===== config.mk =====
export PLATFORM = sky130hd
export DESIGN_NAME = matrix3x3_add_sub_multiply
export DESIGN_NICKNAME = d
export VERILOG_FILES = /design/src/rtl/mat3_pkg.sv /design/src/rtl/matrix3x3_add_sub_multiply.sv
export SDC_FILE = /design/constraint.sdc
export NUM_CORES = 2
export LEC_CHECK = 0
export ABC_AREA = 1
export BUFFER_PORTS_ARGS = -buffer_cell sky130_fd_sc_hd__buf_2
export CAP_MARGIN = 15
export CORE_MARGIN = 8
export CORE_UTILIZATION = 50
export CTS_CLUSTER_DIAMETER = 150
export CTS_CLUSTER_SIZE = 40
export DETAILED_ROUTE_END_ITERATION = 8
export GPL_TIMING_DRIVEN = 1
export PLACE_DENSITY_LB_ADDON = 0.15
export SLEW_MARGIN = 20
export SYNTH_ARGS = -nofsm -noshare
export SYNTH_HDL_FRONTEND = slang
export SYNTH_SLANG_ARGS = --single-unit

===== constraint.sdc =====
create_clock -name clk -period 9.2 [get_ports clk]
set_input_delay 1.84 -clock clk [delete_from_list [all_inputs] [get_ports clk]]
set_output_delay 1.84 -clock clk [all_outputs]
set_load 0.005 [all_outputs]

===== src/rtl/mat3_pkg.sv =====
// Shared definitions for the 3x3 matrix add/subtract/multiply unit:
// opcodes, the sequencer's control word and its microprogram ROM.
// No dependencies.
package mat3_pkg;

    localparam int DIM_DEFAULT = 3;
    localparam int DATA_W      = 32;

    localparam logic [2:0] OP_LOAD_A = 3'd0;
    localparam logic [2:0] OP_LOAD_B = 3'd1;
    localparam logic [2:0] OP_ADD    = 3'd2;
    localparam logic [2:0] OP_SUB    = 3'd3;
    localparam logic [2:0] OP_MUL    = 3'd4;

    typedef logic [2:0] step_t;

    localparam step_t STEP_IDLE = 3'd0;
    localparam step_t STEP_READ = 3'd1;
    localparam step_t STEP_EXEC = 3'd2;
    localparam step_t STEP_ACC  = 3'd3;
    localparam step_t STEP_EMIT = 3'd4;

    typedef enum logic [1:0] {
        JMP_NEXT,
        JMP_DISPATCH,
        JMP_KLOOP,
        JMP_ELEM
    } jmp_t;

    typedef struct packed {
        logic  rd_en;
        logic  alu_en;
        logic  acc_en;
        logic  emit;
        jmp_t  jmp;
        step_t target;
    } uctl_t;

    // Microprogram: one control word per step.
    function automatic uctl_t urom(input step_t step);
        uctl_t w;
        w = '{rd_en: 1'b0, alu_en: 1'b0, acc_en: 1'b0, emit: 1'b0,
              jmp: JMP_DISPATCH, target: STEP_READ};
        case (step)
            STEP_IDLE:
            begin
                w.jmp    = JMP_DISPATCH;
                w.target = STEP_READ;
            end
            STEP_READ:
            begin
                w.rd_en  = 1'b1;
                w.jmp    = JMP_NEXT;
            end
            STEP_EXEC:
            begin
                w.alu_en = 1'b1;
                w.jmp    = JMP_NEXT;
            end
            STEP_ACC:
            begin
                w.acc_en = 1'b1;
                w.jmp    = JMP_KLOOP;
                w.target = STEP_READ;
            end
            STEP_EMIT:
            begin
                w.emit   = 1'b1;
                w.jmp    = JMP_ELEM;
                w.target = STEP_READ;
            end
            default:
            begin
                w.jmp    = JMP_DISPATCH;
                w.target = STEP_READ;
            end
        endcase
        return w;
    endfunction

endpackage


===== src/rtl/matrix3x3_add_sub_multiply.sv =====
// Holds two DIMxDIM matrices, A and B, in small memories and sweeps out A+B, A-B or A*B
// one element per beat, in row-major order; the last beat of a sweep carries last.
// A microcoded sequencer (step counter plus control ROM) steps one read port per matrix,
// one 32x32 multiplier/adder and an accumulator. Results show for exactly one cycle on
// result_valid and the receiver cannot hold them off.
// A load is written at its accept beat, and busy stays low, so loads may follow each
// other every cycle. An add or subtract keeps busy high while it steps read, execute,
// accumulate and emit for each element; a multiply keeps it high while it runs the
// dot-product loop: read, multiply, accumulate for each of the DIM terms, then emit.
// Uses mat3_pkg.
module matrix3x3_add_sub_multiply #(
    parameter int DIM = mat3_pkg::DIM_DEFAULT
) (
    input  logic                        clk,
    input  logic                        rst_n,
    input  logic                        start,
    output logic                        busy,
    input  logic [2:0]                  opcode,
    input  logic [1:0]                  row,
    input  logic [1:0]                  col,
    input  logic signed [mat3_pkg::DATA_W-1:0] element,
    output logic                        result_valid,
    output logic [1:0]                  out_row,
    output logic [1:0]                  out_col,
    output logic signed [mat3_pkg::DATA_W-1:0] out_value,
    output logic                        last
);

    localparam int DEPTH  = DIM * DIM;
    localparam int ADDR_W = $clog2(DEPTH);
    localparam int IDX_W  = $clog2(DIM);
    localparam int DW     = mat3_pkg::DATA_W;
    localparam logic [IDX_W-1:0]  IDX_LAST = IDX_W'(DIM - 1);
    localparam logic [ADDR_W-1:0] DIM_A    = ADDR_W'(DIM);
    localparam logic [7:0]        DIM_8    = 8'(DIM);

    // Storage
    logic [DW-1:0] mem_a [DEPTH];
    logic [DW-1:0] mem_b [DEPTH];

    // Sequencer
    mat3_pkg::step_t step_reg, step_next;
    mat3_pkg::uctl_t ctl;

    logic [2:0]       op_reg;
    logic [IDX_W-1:0] r_reg, c_reg, k_reg;
    logic [DW-1:0]    a_rd_reg, b_rd_reg, alu_reg, acc_reg;
    logic             valid_reg, last_reg;
    logic [1:0]       out_row_reg, out_col_reg;
    logic [DW-1:0]    out_value_reg;

    logic accept, is_compute, in_range, op_is_mul;
    logic r_last, c_last, k_last, k_loop;
    logic [7:0]        waddr_full;
    logic [ADDR_W-1:0] waddr, a_addr, b_addr;
    logic [3:0]        r_ext, c_ext;

    assign ctl        = mat3_pkg::urom(step_reg);
    assign busy       = (step_reg != mat3_pkg::STEP_IDLE);
    assign accept     = start && !busy;
    assign is_compute = (opcode == mat3_pkg::OP_ADD) || (opcode == mat3_pkg::OP_SUB)
                        || (opcode == mat3_pkg::OP_MUL);
    assign in_range   = ({6'b0, row} < DIM_8) && ({6'b0, col} < DIM_8);
    assign waddr_full = {6'b0, row} * DIM_8 + {6'b0, col};
    assign waddr      = waddr_full[ADDR_W-1:0];

    assign op_is_mul = (op_reg == mat3_pkg::OP_MUL);
    assign r_last    = (r_reg == IDX_LAST);
    assign c_last    = (c_reg == IDX_LAST);
    assign k_last    = (k_reg == IDX_LAST);
    assign k_loop    = op_is_mul && !k_last;

    // A walks its row by k for a product, B its column; add/sub read the same element
    assign a_addr = ADDR_W'(r_reg) * DIM_A + (op_is_mul ? ADDR_W'(k_reg) : ADDR_W'(c_reg));
    assign b_addr = op_is_mul ? ADDR_W'(k_reg) * DIM_A + ADDR_W'(c_reg)
                              : ADDR_W'(r_reg) * DIM_A + ADDR_W'(c_reg);

    assign r_ext = 4'(r_reg);
    assign c_ext = 4'(c_reg);

    always_comb
    begin
        case (ctl.jmp)
            mat3_pkg::JMP_NEXT:
                step_next = step_reg + 3'd1;
            mat3_pkg::JMP_DISPATCH:
                step_next = (accept && is_compute) ? ctl.target : mat3_pkg::STEP_IDLE;
            mat3_pkg::JMP_KLOOP:
                step_next = k_loop ? ctl.target : step_reg + 3'd1;
            mat3_pkg::JMP_ELEM:
                step_next = (r_last && c_last) ? mat3_pkg::STEP_IDLE : ctl.target;
            default:
                step_next = mat3_pkg::STEP_IDLE;
        endcase
    end

    // Memory write on a load beat, registered read on a read step
    always_ff @(posedge clk)
    begin
        if (accept && in_range && (opcode == mat3_pkg::OP_LOAD_A))
        begin
            mem_a[waddr] <= element;
        end
        if (accept && in_range && (opcode == mat3_pkg::OP_LOAD_B))
        begin
            mem_b[waddr] <= element;
        end
        if (ctl.rd_en)
        begin
            a_rd_reg <= mem_a[a_addr];
            b_rd_reg <= mem_b[b_addr];
        end
    end

    // Datapath payload
    always_ff @(posedge clk)
    begin
        if (accept && is_compute)
        begin
            op_reg <= opcode;
        end
        if (ctl.alu_en)
        begin
            case (op_reg)
                mat3_pkg::OP_ADD: alu_reg <= a_rd_reg + b_rd_reg;
                mat3_pkg::OP_SUB: alu_reg <= a_rd_reg - b_rd_reg;
                default:          alu_reg <= a_rd_reg * b_rd_reg;
            endcase
        end
        if (ctl.acc_en)
        begin
            acc_reg <= (op_is_mul && (k_reg != '0)) ? acc_reg + alu_reg : alu_reg;
        end
        if (ctl.emit)
        begin
            out_row_reg   <= r_ext[1:0];
            out_col_reg   <= c_ext[1:0];
            out_value_reg <= acc_reg;
            last_reg      <= r_last && c_last;
        end
    end

    // Control state
    always_ff @(posedge clk or negedge rst_n)
    begin
        if (!rst_n)
        begin
            step_reg  <= mat3_pkg::STEP_IDLE;
            r_reg     <= '0;
            c_reg     <= '0;
            k_reg     <= '0;
            valid_reg <= 1'b0;
        end
        else
        begin
            step_reg  <= step_next;
            valid_reg <= ctl.emit;
            if (accept && is_compute)
            begin
                r_reg <= '0;
                c_reg <= '0;
                k_reg <= '0;
            end
            else
            begin
                if (ctl.acc_en)
                begin
                    k_reg <= k_loop ? k_reg + 1'b1 : '0;
                end
                // advance row-major on each emitted beat
                if (ctl.emit)
                begin
                    if (c_last)
                    begin
                        c_reg <= '0;
                        r_reg <= r_last ? '0 : r_reg + 1'b1;
                    end
                    else
                    begin
                        c_reg <= c_reg + 1'b1;
                    end
                end
            end
        end
    end

    assign result_valid = valid_reg;
    assign out_row      = out_row_reg;
    assign out_col      = out_col_reg;
    assign out_value    = out_value_reg;
    assign last         = last_reg;

    // Checks
    a_last_idle: assert property (@(posedge clk) disable iff (!rst_n)
        (result_valid && last) |-> !busy)
        else $error("last beat shown while sequencer still busy");

    a_load_no_busy: assert property (@(posedge clk) disable iff (!rst_n)
        (accept && !is_compute) |=> !busy)
        else $error("load or unused opcode made the unit busy");

    a_compute_busy: assert property (@(posedge clk) disable iff (!rst_n)
        (accept && is_compute) |=> busy)
        else $error("compute beat accepted but sequencer stayed idle");

    a_k_addsub: assert property (@(posedge clk) disable iff (!rst_n)
        (busy && !op_is_mul) |-> (k_reg == '0))
        else $error("term counter moved during add or subtract");

    a_strobe_gap: assert property (@(posedge clk) disable iff (!rst_n)
        result_valid |=> !result_valid)
        else $error("result beats on consecutive cycles");

endmodule

# Word-level counts from Yosys, hierarchy flattened
# Memory sizes are Yosys's and may differ from the RTL's. A register that Yosys moved wholly into a read port is not among the register bits.
# Index checks and enable logic that the tools add are counted.
dict set report totals {
  mem_bits_rw 576
  in_bits 42
  mem_count 2
  register_bits 114
  word_cells 97
  output_inout_bits 39
}
dict set report classes {
  magnitude_cmp 2
  n_mul 4
  mux 27
  add_sub_neg 11
  reduce_logical 22
  eq_ne 17
}
# memory words width rd rd_ports_with_merged_regs write_ports line
set memory_table {}
lappend memory_table {mem_a 9 32 1 1 1 matrix3x3_add_sub_multiply.sv:38} ;# logic [DW-1:0] mem_a [DEPTH];
lappend memory_table {mem_b 9 32 1 1 1 matrix3x3_add_sub_multiply.sv:39} ;# logic [DW-1:0] mem_b [DEPTH];
# operator n
set ops {}
lappend ops {{$add 32x32->32} 2}
lappend ops {{$pmux 32 s2} 1}
lappend ops {{$mul 32x32->32} 1}
lappend ops {{$mux 32} 1}
lappend ops {{$sub 32x32->32} 1}
lappend ops {{$mux 2} 11}
lappend ops {{$eq 3x2->1 const B} 6}
lappend ops {{$add 4x2->4} 4}
lappend ops {{$mul 2x2->4 const B} 3}
lappend ops {{$pmux 3 s4} 1}
lappend ops {{$eq 2x2->1 const B} 5}
lappend ops {{$mux 1} 10}
lappend ops {{$eq 3x3->1 const B} 3}
lappend ops {{$logic_and 1x1->1} 9}
lappend ops {{$reduce_bool 2->1} 4}
lappend ops {{$add 2x1->2 const B} 3}
lappend ops {{$eq 3x1->1 const B} 2}
lappend ops {{$pmux 2 s3} 1}
lappend ops {{$lt 2x2->1 const B} 2}
lappend ops {{$mux 4} 1}
lappend ops {{$add 3x1->3 const B} 1}
lappend ops {{$logic_not 3->1} 1}
lappend ops {{$mux 3} 1}
lappend ops {{$reduce_bool 3->1} 1}
lappend ops {{6 further kinds} 8}

# Depth between registers and ports, before layout
dict set report logic_depth {
  word_depth 7
  mapped_depth 32
  mapped_depth_nobuf 30
}

# Worst setup path after synthesis
# No wires, ideal clock.
dict set report synth_timing {
  path_type {register to register}
  startpoint {reg b_rd_reg[2], read port of mem_b}
  endpoint {reg alu_reg[29] (data pin)}
  period_less_slack_ns 6.564
  required_time_ns 8.942
  path_stages_with_launch 24
  arrival_time_ns 6.306
  path_slack_ns 2.636
  n_path_buf 2
  setup_ns 0.258
  path_cell_list {edfxtp_1 -> clkbuf_1 -> buf_1 -> nand2_1 -> fa_1 -> inv_1 -> fa_1 -> inv_1 -> fa_1 -> fa_1 -> inv_1 -> fa_1 -> fa_1 -> fa_1 -> fa_1 -> ha_1 -> nand2_1 -> nor3_1 -> nand3_1 -> nand3_1 -> a31o_2 -> a21oi_1 -> o21ai_0 -> nand2_1}
}
dict set report synth_via {
  elab_chain_cells 2
  elab_cells_between_ends 4
  cone_classes {add/sub: 2; mul: 1; mux: 1}
}
# element line
set synth_rtl {}
lappend synth_rtl {{start, declared} matrix3x3_add_sub_multiply.sv:47} ;# logic [DW-1:0] a_rd_reg, b_rd_reg, alu_reg, acc_reg;
lappend synth_rtl {{$mul 32x32->32, or another cell as far along} matrix3x3_add_sub_multiply.sv:127} ;# default: alu_reg <= a_rd_reg * b_rd_reg;
lappend synth_rtl {{$pmux 32 s2 *} matrix3x3_add_sub_multiply.sv:124} ;# case (op_reg)
lappend synth_rtl {{end signal, assigned} matrix3x3_add_sub_multiply.sv:125} ;# mat3_pkg::OP_ADD: alu_reg <= a_rd_reg + b_rd_reg;
lappend synth_rtl {{end signal, assigned} matrix3x3_add_sub_multiply.sv:126} ;# mat3_pkg::OP_SUB: alu_reg <= a_rd_reg - b_rd_reg;
lappend synth_rtl {{end signal, assigned} matrix3x3_add_sub_multiply.sv:127}
lappend synth_rtl {{end, declared} matrix3x3_add_sub_multiply.sv:47}
# Every way passes the cells marked *; elsewhere a longest branch is shown, timed or not.
# A chain may end at the register's enable or synchronous reset.

# Worst setup path after layout
dict set report layout_timing {
  startpoint {reg b_rd_reg[6], read port of mem_b}
  endpoint {reg alu_reg[26] (data pin)}
}
# Same word-level chain as after synthesis.

==> summary.md <==
| Metric | Value |
|---|---|
| Synth Cell Area | `50,010 um2` |
| Synth Register Bits | `754` |
| Clk Latency, worst-skew pair | `0.65 ns` |
| Critical path arrival | `7.75 ns` |
| Vias in the first global route | `34,449` |
| Multi-input logic area | `23,230 um2` |
| F_max | `0.1357 GHz` |
| Worst setup SP type | `flop` |
| Setup crit start | `b_rd_reg[6]` |
| YS warnings | `0` |
| Share of layout cells above drive strength 1 | `0.05197` |
| I/O pin cnt | `81` |
| M1 WL | `57.98 mm` |
| Max layer used | `met4` |
| Pin count of the biggest net entering global routing | `92` |
| Vias | `35,044` |
| Core area | `99,570 um2` |
| GP Congestion | `0.9235` |
| CTS tree | `built` |
| # resized after CTS | `0` |
| Die W | `332.3 um` |
| Final Hold Vio Count | `0` |
| Site Rows | `116` |
| Initial antenna violation count | `3` |
| CP endpoint | `alu_reg[26]` |
| Hold/Removal Path Class | `reg2reg` |
| Setup TNS | `0 ns` |
| Hold buffer count at CTS | `0` |
| Via density | `5.511` |
| Netlist cell types | `58` |
| Top cells by area, synth | `edfxtp_1, fa_1, nand2_1, inv_1, ha_1` |
| Tightest Pin Transition | `1.108 ns` |
| CTS Buffer Depth | `3` |
| Status | `completed` |
| Finished Layout Cells | `6,359` |
| Nets | `5,719` |
| Crit path kind | `reg2reg` |
| Setup violators final | `0` |
| Post-route ant nets | `0` |
| Starting DRC count in detailed routing | `3,156` |
| Max Cap Viol | `0` |
| Final instance area | `52,560 um2` |
| Seq/Total Area, Yosys | `0.4518` |
| CTS sink count | `754` |
| Primary FF master, synth | `edfxtp_1` |
| Relative slew slack | `0.2616` |
| Fillers | `8,954` |
| RSZ-0062 raised after global routing | `false` |
| Commonest non-fill, non-tap cell in the layout | `nand2_1` |
| Synth async-reset ratio | `0.01326` |
| # diodes | `0` |
| Final Critical Period | `7.370 ns` |
| WL/cell | `21.11 um` |
| Cell Area, Placed | `51,900 um2` |
| First-pass GRT wire length | `206.5 mm` |
| Pre-Repair DR Iteration Count | `6` |
| P&R area growth vs syn | `5.109%` |
| FF+latch area | `22,590 um2` |
| Routed WL | `134.3 mm` |
| Syn avg cell area | `9.802 um2` |
| Die area | `110,400 um2` |
| Fin crit share | `0.8010` |
| Syn Nets | `5,768` |
| DRC errors left | `0` |
| Clock Skew | `0.05626 ns` |
| Num CTS Buffers | `23` |
| Synth top area share | `0.4467` |
| CP max FO | `11` |
| Initial Util | `0.5023` |
| CTS Root Cell | `clkbuf_16` |
| # port buffers | `80` |
| Max Transition Viols Final | `0` |
| Worst Hold Path Cells | `0` |
| Worst r2r src | `b_rd_reg[6]` |
| CP endpoint kind | `flop` |
| Met2 WL | `64.44 mm` |
| Most frequent cells in the layout | `nand2_1, inv_1, edfxtp_1` |
| Die Height | `332.3 um` |
| Cell taking the most area after synthesis | `edfxtp_1` |
| Gr ovfl total | `0` |
| Met3 wire length | `8.259 mm` |
| Placed cells | `6,326` |
| Synth Instances | `5,102` |
| R2r endpoint | `alu_reg[26]` |
| # Post-CTS Setup Buffers | `0` |
| Number of enable flip-flop cells after synthesis | `744` |
| Worst R2R Path Depth | `23` |
| Total GRT Usage | `0.2386` |
| Worst EP required | `9.58 ns` |
| Reg2reg setup slack | `1.83 ns` |
| H-tree depth | `1` |
| Largest regs | `mem_a: 288 flops, mem_b: 288 flops` |
| Worst-path clk slew | `0.15 ns` |
| Dpl hpwl | `93.37 mm` |
-- worst min path at each step --
stage                      startpoint       endpoint
after floorplan            acc_reg[0]   out_value[0]
after global placement    acc_reg[11]  out_value[11]
after global routing      acc_reg[16]  out_value[16]
after CTS                 acc_reg[12]  out_value[12]
after detailed placement  acc_reg[12]  out_value[12]
final                     acc_reg[12]  out_value[12]
-- metal layers --
| metal | GRT usage | vias up |
|---|---|---|
| li1 | - | 16319 |
| met1 | 0.3287 | 17430 |
| met2 | 0.4064 | 1092 |
| met3 | 0.02548 | 203 |
| met4 | 0.05717 | 0 |
| met5 | 0 | - |
-- cells in the mapped netlist (2+ instances only) --
library cell,instances
o21ai_1,10
fa_1,416
nor3_4,3
o31ai_1,5
nor2_1,587
buf_6,2
nand2_1,1048
a211oi_1,5
inv_1,905
o32ai_1,128
o21ai_0,247
buf_4,6
nor4_1,9
a21o_1,14
o211ai_1,2
nand4_1,10
a21boi_1,2
a31oi_1,81
nor3_1,20
xnor2_1,32
edfxtp_1,744
nand3b_1,12
a21oi_1,133
o21ai_2,2
buf_2,44
nor2_2,2
nand3_2,2
a31o_2,2
a32oi_1,2
clkbuf_1,150
inv_2,5
nand2_2,3
ha_1,208
or2_2,15
a221oi_1,6
xor2_1,48
o21bai_1,14
dfrtp_1,10
buf_1,35
nor3_2,2
nand3_1,113
a21boi_0,2
-- cell families after synthesis --
kind of cell / share of synthesized area
mux: 0.0002252
compound gates: 0.08186
fa+ha+maj: 0.2186
buf+inv: 0.08814
xor+xnor: 0.01434
flops: 0.4518
simple gates: 0.1451
-- worst max-delay path, cell delays in order (launching register included) --
cell,delay (ns)
edfxtp_1,1.00
buf_4,0.34
nand2_1,0.07
inv_1,0.11
fa_1,0.44
fa_1,0.49
fa_1,0.51
inv_1,0.05
fa_1,0.47
inv_1,0.05
fa_1,0.48
fa_1,0.56
fa_1,0.42
fa_1,0.44
ha_1,0.37
a21oi_1,0.24
o21ai_0,0.17
a21oi_1,0.15
nand3_1,0.15
nand3_1,0.10
nand2_1,0.06
or2_2,0.27
nand3_1,0.09
nand2_1,0.06
-- cell type report --
type,count,share of cell area
multi-input cells,3199,0.4420
flip-flops and latches,754,0.4298
inverters,911,0.06517
well taps,1298,0.03090
repair buffers,164,0.01961
clock buffers,30,0.01145
clock inverters,3,0.001119
-- stage by stage --
stage / hold slack, ns / worst slack (ns) / util
after floorplan: 0.4307 / 2.636 / -
after global placement: 0.4461 / 1.916 / 0.5213
after detailed placement: 0.4494 / 1.900 / 0.5213
after CTS: 0.4804 / 1.860 / 0.5279
after global routing: 0.4999 / 1.469 / 0.5279
final: 0.4671 / 1.830 / 0.5279
Power is not shown: default switching activity piles up to over one toggle a cycle in this logic, so the estimate is an artifact.
